<file path="src/hw/rtl/mae_pkg.sv">
// shared types, codes and constants for the matrix arithmetic engine
package mae_pkg;

    localparam int MAX_DIM_DEF = 16;
    localparam int DIM_W       = 5;
    localparam int IDX_W       = 4;
    localparam int OP_W        = 3;
    localparam int DATA_W      = 32;
    localparam int CFG_ADDR_W  = 2;

    typedef enum logic [OP_W-1:0] {
        OP_LOAD_A    = 3'd0,
        OP_LOAD_B    = 3'd1,
        OP_SUM       = 3'd2,
        OP_DIFF      = 3'd3,
        OP_PRODUCT   = 3'd4,
        OP_TRANSPOSE = 3'd5
    } t_op;

    localparam logic [CFG_ADDR_W-1:0] CFG_ROWS_A = 2'd0;
    localparam logic [CFG_ADDR_W-1:0] CFG_COLS_A = 2'd1;
    localparam logic [CFG_ADDR_W-1:0] CFG_ROWS_B = 2'd2;
    localparam logic [CFG_ADDR_W-1:0] CFG_COLS_B = 2'd3;

    typedef enum logic [1:0] {
        ST_IDLE,
        ST_ISSUE,
        ST_DRAIN
    } t_state;

    typedef struct packed {
        logic start;
        logic issue;
        logic finish;
    } t_cmd;

    typedef struct packed {
        logic is_load;
        logic need_read;
        logic last_k;
        logic busy;
        logic out_free;
    } t_status;

endpackage

</file>
<file path="src/hw/rtl/mae_ctrl.sv">
// sequencing state machine for loads and queries
module mae_ctrl (
    input  logic             i_clk,
    input  logic             i_rst_n,
    input  logic             i_valid,
    output logic             o_ready,
    input  mae_pkg::t_status i_status,
    output mae_pkg::t_cmd    o_cmd
);

    mae_pkg::t_state r_state, n_state;

    always_ff @(posedge i_clk) begin
        if (!i_rst_n) begin
            r_state <= mae_pkg::ST_IDLE;
        end else begin
            r_state <= n_state;
        end
    end

    always_comb begin
        n_state = r_state;
        case (r_state)
            mae_pkg::ST_IDLE: begin
                if (i_valid && !i_status.is_load) begin
                    n_state = i_status.need_read ? mae_pkg::ST_ISSUE : mae_pkg::ST_DRAIN;
                end
            end
            mae_pkg::ST_ISSUE: begin
                if (i_status.last_k) begin
                    n_state = mae_pkg::ST_DRAIN;
                end
            end
            mae_pkg::ST_DRAIN: begin
                if (!i_status.busy && i_status.out_free) begin
                    n_state = mae_pkg::ST_IDLE;
                end
            end
            default: begin
                n_state = mae_pkg::ST_IDLE;
            end
        endcase
    end

    always_comb begin
        o_ready      = 1'b0;
        o_cmd.start  = 1'b0;
        o_cmd.issue  = 1'b0;
        o_cmd.finish = 1'b0;
        case (r_state)
            mae_pkg::ST_IDLE: begin
                o_ready     = 1'b1;
                o_cmd.start = i_valid;
            end
            mae_pkg::ST_ISSUE: begin
                o_cmd.issue = 1'b1;
            end
            mae_pkg::ST_DRAIN: begin
                o_cmd.finish = !i_status.busy && i_status.out_free;
            end
            default: begin
            end
        endcase
    end

`ifndef SYNTHESIS
    a_issue_fills_pipe: assert property (@(posedge i_clk) disable iff (!i_rst_n)
        o_cmd.issue |=> i_status.busy)
        else $error("read issued but pipeline not busy");

    a_load_stays_idle: assert property (@(posedge i_clk) disable iff (!i_rst_n)
        (o_cmd.start && i_status.is_load) |=> (r_state == mae_pkg::ST_IDLE))
        else $error("load left idle");

    a_finish_drained: assert property (@(posedge i_clk) disable iff (!i_rst_n)
        o_cmd.finish |-> (!i_status.busy && i_status.out_free))
        else $error("result taken before pipeline drained");
`endif

endmodule

</file>
<file path="config.mk">
export PLATFORM = sky130hd
export DESIGN_NAME = mae_ctrl
export DESIGN_NICKNAME = d
export VERILOG_FILES = /design/src/hw/rtl/mae_pkg.sv /design/src/hw/rtl/mae_ctrl.sv
export SDC_FILE = /design/constraint.sdc
export NUM_CORES = 1
export LEC_CHECK = 0
export ABC_AREA = 1
export BUFFER_PORTS_ARGS = -buffer_cell sky130_fd_sc_hd__buf_2
export CORE_AREA = 2 2 39 41
export DETAILED_ROUTE_END_ITERATION = 10
export DIE_AREA = 0 0 41 43
export GPL_TIMING_DRIVEN = 0
export PLACE_DENSITY = 0.42
export SLEW_MARGIN = 10
export SYNTH_ARGS = -nofsm -noshare
export SYNTH_HDL_FRONTEND = slang
export SYNTH_SLANG_ARGS = --single-unit
</file>
<file path="constraint.sdc">
create_clock -name i_clk -period 1.07 [get_ports i_clk]
set_clock_uncertainty 0.05 [all_clocks]
set_input_delay 0.107 -clock i_clk [delete_from_list [all_inputs] [get_ports i_clk]]
set_output_delay 0.107 -clock i_clk [all_outputs]
set_load 0.03 [all_outputs]
</file>
---- After elaboration in Yosys (flattened, before gate mapping) ----
Index checks and enable logic that the tools add are counted.
word-level totals
  memories ................................ 0
  bits in writable memories ............... 0
  input bits .............................. 8
  output and inout bits ................... 4
  latch bits .............................. 0
  register bits ........................... 2
  word-level logic and storage cells ...... 21
  ROM bits ................................ 0
operators by class
  shifts and indexed selects .............. 0
  divide/modulo/power cells ............... 0
  magnitude comparators ................... 0
  bitwise gates (word level) .............. 0
  $add $sub $neg .......................... 0
  multiplexer cells ....................... 9
  reduce and logical (&&, ||, !) cells .... 6
  equal/unequal tests ..................... 5
  $mul .................................... 0
operator list
  cell                                                 number
  two-way mux 2 bit                                    4
  inequality test 2 bit, second input constant         3
  one-hot mux 2 bit (3 select lines)                   1
  two-way mux 1 bit                                    4
  AND reduction 3 bit                                  1
  equality test 2 x 1 -> 1 bit, second input constant  1
  equality test 2 bit, second input constant           1
  logical AND 1 bit                                    2
  zero test 1 bit                                      2
  zero test 2 bit                                      1

---- Logic depth before layout (Yosys ltp) ----
Gate-level depths: netlist of run 1.
  depth in word-level cells ............... 4
  gate-level depth with buffers ........... 5
  depth with buffers taken out ............ 5

---- Least setup slack after synthesis of run 1 ----
OpenSTA, ideal clock, no wires.
  kind .................................... reg2out
  start ................................... register r_state[1]
  end ..................................... output o_cmd[2] (netlist name)
  arrival time ............................ 1091 ps
  setup slack ............................. -178 ps
  cell stages (with the launch flop) ...... 2
  path buffers ............................ 0
  required time ........................... 913 ps
  path through ............................ dfxtp_1 > nor3b_1
RTL lines
  element                 RTL line        source
  from (decl)             mae_ctrl.sv:11  mae_pkg::t_state r_state, n_state;
  from (signal assigned)  mae_ctrl.sv:15  r_state <= mae_pkg::ST_IDLE;
  from (signal assigned)  mae_ctrl.sv:17  r_state <= n_state;
  to (decl)               mae_ctrl.sv:8   output mae_pkg::t_cmd o_cmd

==> flow_summary.ini, run 1 <==
[status]
status = finished with violations
violations = negative setup slack

[clocking]
root_buffer = clkbuf_4
clk_pin_slew_ns = 0.03
numCtsBuffers = 3
clk_path_buf_depth = 2
clock_latency_ns = 0.22
cts_tree = yes
cts.sinks = 2
htreeDepth = 1

[drt]
ant_nets = 0
drc = 0
viasPerCell = 3.54
finalWirelength_um = 384
avgRoutedWirePerCell_um = 6.86
drt_iter0_drc = 1
vias = 198
first_pass_iters = 2

[cells_and_area]
fin_util_pct = 21.2
synthToLayoutAreaGrowth_pct = 96.6
top_register = r_state
fillers = 168
largest_register_ffs = 2
multi_input_area_um2 = 101
fin_area_um2 = 293
stdcell_count = 56
regArea_um2 = 47.5
drive_above_1_share_pct = 57.5
nets = 50
num_antenna_cells = 0
reg_top3 = r_state (2)

[placed_design]
port_buffers = 11
place_area_um2 = 234
place.gp.congestion = 0.655
dp_hpwl_um = 311
place_inst = 52

[worst_setup_path]
critical_path_arrival_ns = 0.93
r2r_cells = 5
path_max_fanout = 4
required_ns = 0.91
criticalPathCategory = reg -> out
worstSetupEndpointType = output pin
start_kind = flop

[sta]
fin_crit_sh_pct = 102
timing.hold.ws_ns = 0.0749
slew-limit-headroom_pct = 90.9
max_freq_ghz = 0.916
max_slew.worst_pin.slew_ns = 0.136
hold_violations = 0
setup_viol = 2
fin_tns_setup_ns = -0.0393
rsz0062_at_grt = yes
drv_slew = 0
min_period_ns = 1.09
fin_ws_ns = -0.0217

[power_and_ir_drop]
vdd_ir_drop_max_mv = 0.291
powerDensity_nw_per_um2 = 1350
power_leakage_uw = 0.000149

[yosys]
syn_area_um2 = 149
syn-num-nets = 33
synthTopCellsByArea = dfxtp_1, inv_1, nand2_1
synth.avg_cell_area_um2 = 5.96
synth-seq-area-share_pct = 26.9
synth_cell_type_count = 10
ys_ff_latch = 2
yosys.area.top_type = dfxtp_1
yosys_warnings = 0
postSynthCellCount = 25
synth_top_area_share_pct = 26.9

[floorplan]
rows = 14
die_h_um = 43
start_util_pct = 10.8
core_um2 = 1380
fp.dieW_um = 41
ioPinCount = 12
dieArea_um2 = 1760

[hold_path]
hp-class = in -> reg
whs_path_depth = 3

[global_route]
grt_pass1_wl_um = 510
grt_max_degree = 8
first_global_vias = 170
overflow = 0
antenna_found_initial = 0
grt.total_usage_pct = 5.12

[job]
max-cap-violations = 0
[per-layer routing]
metal  GRT usage, %  wire length, µm
met5              0                0
met4           8.00                0
met3           4.19               57
met2           6.56              207
met1           3.21              119
[cells in the final DEF, fill, tap and decap left out]
| master | n |
|---|---|
| dfxtp_4 | 2 |
| buf_6 | 1 |
| nand3_1 | 2 |
| nor3b_2 | 1 |
| buf_2 | 7 |
| nor2_1 | 2 |
| nand2_2 | 1 |
| inv_1 | 5 |
| a211oi_2 | 1 |
| buf_4 | 4 |
| nand2_1 | 5 |
| nor2_4 | 1 |
| a31oi_1 | 1 |
| inv_4 | 1 |
| a21oi_1 | 2 |
| clkbuf_4 | 3 |
| nor2_2 | 1 |
[cells by family (layout without fill, tap and decap cells)]
| family | Yosys count | count (layout) | synth area share [%] |
|---|---|---|---|
| AND/OR/NAND/NOR | 13 | 13 | 38.7 |
| flip-flops | 2 | 2 | 26.9 |
| AO/OA/AOI/OAI | 4 | 4 | 19.3 |
| buffers and inverters | 6 | 21 | 15.1 |
[final cells by class]
type	count	share of cell area, %
clock buffer	3	7.69
inverter	6	8.55
multi-input combinational	17	34.6
sequential	2	16.2
tap	16	6.84
timing repair buffer	12	26.1
[path summary, 6_finish.rpt]
kind / from / end / slack [ns]
max: r_state[0]$_SDFFE_PN0P_ / o_cmd[0] / -0.02
max reg2reg: r_state[0]$_SDFFE_PN0P_ / r_state[1]$_SDFFE_PN0P_ / 0.12
min: i_rst_n / r_state[1]$_SDFFE_PN0P_ / 0.07
min reg2reg: r_state[0]$_SDFFE_PN0P_ / r_state[0]$_SDFFE_PN0P_ / 0.53
[Yosys cell counts]
master	number
nor2_1	3
a21oi_1	2
nor2_2	1
a211oi_2	1
nand3_1	2
nor3b_1	1
nand2_1	6
inv_1	6
dfxtp_1	2
a31oi_1	1
[timing repair]
action | CTS | global route
setup buffers | 1 | 0
hold buffers | 0 | 0
resized for setup | 7 | 7
setup endpoints to repair | 4 | 4
pin swaps | 0 | 1
[power by group]
group	switching, µW	internal [µW]
logic	73.5	58.1
clock network	41.1	124
registers	16.1	82.8
[per-stage QoR]
step	power, µW	setup slack [ns]
detailed placement	212	0.0517
finish	395	-0.0217
CTS	403	-0.0386
global placement	214	0.0327
floorplan	177	-0.0453
global route	425	-0.0698
[critical path, stage by stage (launching register included)]
cell and delay, ns:
dfxtp_4 0.36, inv_4 0.06, nand2_2 0.05, nor2_2 0.11, buf_6 0.13
No activity file was read; power rests on OpenSTA's default activity.
==> run 2, diff against run 1 <==
--- a/config.mk
+++ b/config.mk
@@ -11,7 +11,7 @@
 export DETAILED_ROUTE_END_ITERATION = 10
 export DIE_AREA = 0 0 41 43
 export GPL_TIMING_DRIVEN = 0
-export PLACE_DENSITY = 0.42
+export PLACE_DENSITY_LB_ADDON = 0.1
 export SLEW_MARGIN = 10
 export SYNTH_ARGS = -nofsm -noshare
 export SYNTH_HDL_FRONTEND = slang
==> flow_summary.ini, run 2 (same netlist as run 1, synthesis figures left out) <==
[status]
status = finished with violations
violations = negative setup slack

[worst_setup_path]
r2r_cells = 4
start_kind = flop
critical_path_arrival_ns = 0.92
path_cells = nor3b_2 > buf_4
critical_path.top_delay_family = flip-flops
required_ns = 0.91
criticalPathCategory = reg -> out
critical_path_depth = 2
slowest_delay_ns = 0.36
path_max_fanout = 4
cp_num_buf_inv = 1
critPathSlowestCell = dfxtp_4
worstSetupEndpointType = output pin

[clocking]
numCtsBuffers = 3
clk_pin_slew_ns = 0.03
clk_path_buf_depth = 2
htreeDepth = 1
cts_tree = yes
post_cts_buffers = 0
cts.sinks = 2
clock_latency_ns = 0.22
root_buffer = clkbuf_4

[sta]
fin_ws_ns = -0.0116
slew-limit-headroom_pct = 90.1
drv_slew = 0
rsz0062_at_grt = yes
setup_viol = 2
max_freq_ghz = 0.925
hold_violations = 0
max_slew.worst_pin.slew_ns = 0.148
min_period_ns = 1.08
fin_crit_sh_pct = 101
timing.hold.ws_ns = 0.0893
fin_tns_setup_ns = -0.0205

[floorplan]
dieArea_um2 = 1760
rows = 14
die_h_um = 43
core_um2 = 1380
start_util_pct = 10.8
ioPinCount = 12
fp.dieW_um = 41

[hold_path]
whs_path_depth = 3
hp-class = in -> reg

[placed_design]
place_area_um2 = 234
port_buffers = 11
place.gp.congestion = 0.662
place_inst = 52
dp_hpwl_um = 352

[cells_and_area]
stdcell_count = 55
drive_above_1_share_pct = 56.4
num_antenna_cells = 0
nets = 49
reg_top3 = r_state (2)
layout_common_cells = buf_2, inv_1, nand2_1
largest_register_ffs = 2
fin_util_pct = 20.9
top_register = r_state
synthToLayoutAreaGrowth_pct = 94.1
layout_commonest_cell = buf_2
fin_area_um2 = 289

[drt]
finalWirelength_um = 441
vias = 203
first_pass_iters = 2
drt_iter0_drc = 3
ant_nets = 0
drc = 0
viasPerCell = 3.69
avgRoutedWirePerCell_um = 8.02

[power_and_ir_drop]
powerDensity_nw_per_um2 = 1380
vdd_ir_drop_max_mv = 0.364
power_leakage_uw = 0.000146

[job]
max-cap-violations = 0

[global_route]
overflow = 0
grt.total_usage_pct = 7.01
grt_max_degree = 8
grt_pass1_wl_um = 765
first_global_vias = 212
antenna_found_initial = 0
[run 2: changes by cell type in the layout (fill, tap and decap cells not counted), sizes merged]
cell / previous run / this run
buf: 12 / 11
[run 2: per-stage QoR]
stage / setup WS (ns) / power, µW
2_1_floorplan: -0.0453 / 177
3_3_place_gp: 0.0255 / 213
3_5_place_dp: 0.0157 / 215
4_1_cts: -0.0410 / 400
5_1_grt: -0.0880 / 445
6_report: -0.0116 / 399
[run 2: what timing repair did]
| item | in CTS | in global routing |
|---|---|---|
| hold buffers | 0 | 0 |
| resized for setup | 10 | 5 |
| endpoints found under the setup margin | 4 | 4 |
[run 2: metal layers]
layer	vias up	routed length [µm]	track usage (%)
li1	107	-	-
met1	90	184	6.71
met2	6	229	8.75
met3	0	27	4.71
met4	0	0	8.00
met5	-	0	0
[run 2: layout make-up]
type / instances / area, µm²
sequential: 2 / 47.5
clock buffer: 3 / 22.5
inverter: 6 / 25.0
fill: 163 / 1090
multi-input combinational: 17 / 101
timing repair buffer: 11 / 72.6
tap: 16 / 20.0
[run 2: where the power goes]
group          internal [µW]  switching (µW)
clock                    124            42.2
combinational           58.6            75.0
sequential              82.8            16.6
[run 2: final timing paths]
path | startpoint | end | slack, ns
hold reg to reg | r_state[0]$_SDFFE_PN0P_ | r_state[0]$_SDFFE_PN0P_ | 0.54
setup reg to reg | r_state[0]$_SDFFE_PN0P_ | r_state[1]$_SDFFE_PN0P_ | 0.11
hold / removal | i_rst_n | r_state[0]$_SDFFE_PN0P_ | 0.09
setup / recovery | r_state[0]$_SDFFE_PN0P_ | o_cmd[2] | -0.01
[run 2: worst min-delay path: cells and delay by family]
| family | cells | cell delay, ns |
|---|---|---|
| compound gates | 1 | 0.05 |
| buf+inv | 2 | 0.17 |
==> run 3, diff against run 2 <==
--- a/config.mk
+++ b/config.mk
@@ -12,6 +12,7 @@
 export DIE_AREA = 0 0 41 43
 export GPL_TIMING_DRIVEN = 0
 export PLACE_DENSITY_LB_ADDON = 0.1
+export SETUP_SLACK_MARGIN = 0.5
 export SLEW_MARGIN = 10
 export SYNTH_ARGS = -nofsm -noshare
 export SYNTH_HDL_FRONTEND = slang
==> flow_summary.ini, run 3 (same netlist as run 1, synthesis figures left out) <==
[drt]
avgRoutedWirePerCell_um = 7.75
first_pass_iters = 2
vias = 207
viasPerCell = 3.70
drc = 0
ant_nets = 0
drt_iter0_drc = 2
finalWirelength_um = 434

[worst_setup_path]
path_cells = nor3b_2 > buf_4
critPathSlowestCell = dfxtp_4
cp_num_buf_inv = 1
reg2reg_to = r_state[1]$_SDFFE_PN0P_
r2r_start = r_state[0]$_SDFFE_PN0P_
critical_path.top_delay_family = flip-flops
required_ns = 0.91
start_kind = flop
critical_path_arrival_ns = 0.93
path_max_fanout = 4
criticalPathCategory = reg -> out
slowest_delay_ns = 0.36
r2r_cells = 5
worst-r2r-setup-slack_ns = 0.08
worstSetupEndpointType = output pin

[global_route]
overflow = 0
grt_pass1_wl_um = 772
grt.total_usage_pct = 7.21
antenna_found_initial = 0
first_global_vias = 197
grt_max_degree = 8

[placed_design]
dp_hpwl_um = 349
place.gp.congestion = 0.616
port_buffers = 11
place_area_um2 = 246

[cells_and_area]
nets = 50
layout_common_cells = buf_2, inv_1, nand2_1
fillers = 163
drive_above_1_share_pct = 62.5
num_antenna_cells = 0
top_register = r_state
layout_commonest_cell = buf_2
largest_register_ffs = 2
reg_top3 = r_state (2)
fin_area_um2 = 315
synthToLayoutAreaGrowth_pct = 112

[clocking]
clk_pin_slew_ns = 0.03
clock_latency_ns = 0.23
htreeDepth = 1
numCtsBuffers = 3
cts_tree = yes
root_buffer = clkbuf_4
cts.sinks = 2
clk_path_buf_depth = 2
cts_hold_buffers = 0

[floorplan]
fp.dieW_um = 41
start_util_pct = 10.8
ioPinCount = 12
rows = 14
die_h_um = 43
dieArea_um2 = 1760
core_um2 = 1380

[sta]
fin_ws_ns = -0.0174
hold_violations = 0
rsz0062_at_grt = yes
setup_viol = 1
slew-limit-headroom_pct = 90.4
fin_crit_sh_pct = 102
max_freq_ghz = 0.920
drv_slew = 0
max_slew.worst_pin.slew_ns = 0.143
min_period_ns = 1.09

[status]
status = finished with violations
violations = negative setup slack

[power_and_ir_drop]
power_leakage_uw = 0.000153
p_total_uw = 416
vdd_ir_drop_max_mv = 0.423
powerDensity_nw_per_um2 = 1320

[hold_path]
whs_endpoint = r_state[1]$_SDFFE_PN0P_
min_from = i_rst_n
whs_path_depth = 3
hp-class = in -> reg

[job]
max-cap-violations = 0
run 3: layer usage:
metal  global-route usage, %  vias up  wire length, µm
li1                        -      109                -
met2                    9.06       10              195
met1                    7.03       85              158
met4                    6.00        0               15
met5                       0        -                0
met3                    6.28        3               65
run 3: timing repair:
action | 4_1_cts | 5_1_grt
setup endpoints to repair | 6 | 6
endpoints found under the hold margin | 0 | 0
setup buffers | 0 | 1
pin swaps | 4 | 3
gates resized for setup | 12 | 1
run 3: worst max-delay path by stage:
stage	cells after the start	startpoint	slack (ns)	endpoint
2_1_floorplan	4	r_state[1]$_SDFFE_PN0P_	0.06	r_state[1]$_SDFFE_PN0P_
3_3_place_gp	5	r_state[0]$_SDFFE_PN0P_	0.07	r_state[1]$_SDFFE_PN0P_
3_5_place_dp	5	r_state[0]$_SDFFE_PN0P_	0.07	r_state[1]$_SDFFE_PN0P_
4_1_cts	2	r_state[0]$_SDFFE_PN0P_	-0.04	o_cmd[2]
5_1_grt	2	r_state[1]$_SDFFE_PN0P_	-0.09	o_cmd[2]
6_report	2	r_state[0]$_SDFFE_PN0P_	-0.02	o_cmd[2]
run 3: final cells by class:
cell class / count / area, µm² / share of cell area, %
Timing Repair Buffer: 12 / 83.8 / 26.6
Tap cell: 16 / 20.0 / 6.35
Multi-Input combinational cell: 17 / 116 / 36.9
Inverter: 6 / 25.0 / 7.94
Clock buffer: 3 / 22.5 / 7.14
Sequential cell: 2 / 47.5 / 15.1
run 3: worst min-delay path, stage by stage:
cell and delay [ns]:
buf_2 0.08, inv_1 0.05, nor2_1 0.08
run 3: per-stage QoR:
step / TNS [ns] / cells / setup slack, ns / hold WS (ns) / util, %
2_1_floorplan: 0 / 25 / 0.0610 / 0.200 / -
3_3_place_gp: 0 / 52 / 0.0690 / 0.308 / 17.8
3_5_place_dp: 0 / 52 / 0.0718 / 0.322 / 17.8
4_1_cts: -0.0515 / 55 / -0.0352 / 0.0789 / 22.1
5_1_grt: -0.190 / 56 / -0.0863 / 0.0903 / 22.8
6_report: -0.0174 / 56 / -0.0174 / 0.0824 / 22.8
run 3: report_power, final:
group          switching [µW]  internal (µW)  total (µW)  leakage [µW]
registers                18.3           82.9         101     0.0000178
logic                    81.2           67.7         149      0.000121
clock network            42.5            123         166     0.0000138
total                     142            274         416      0.000153
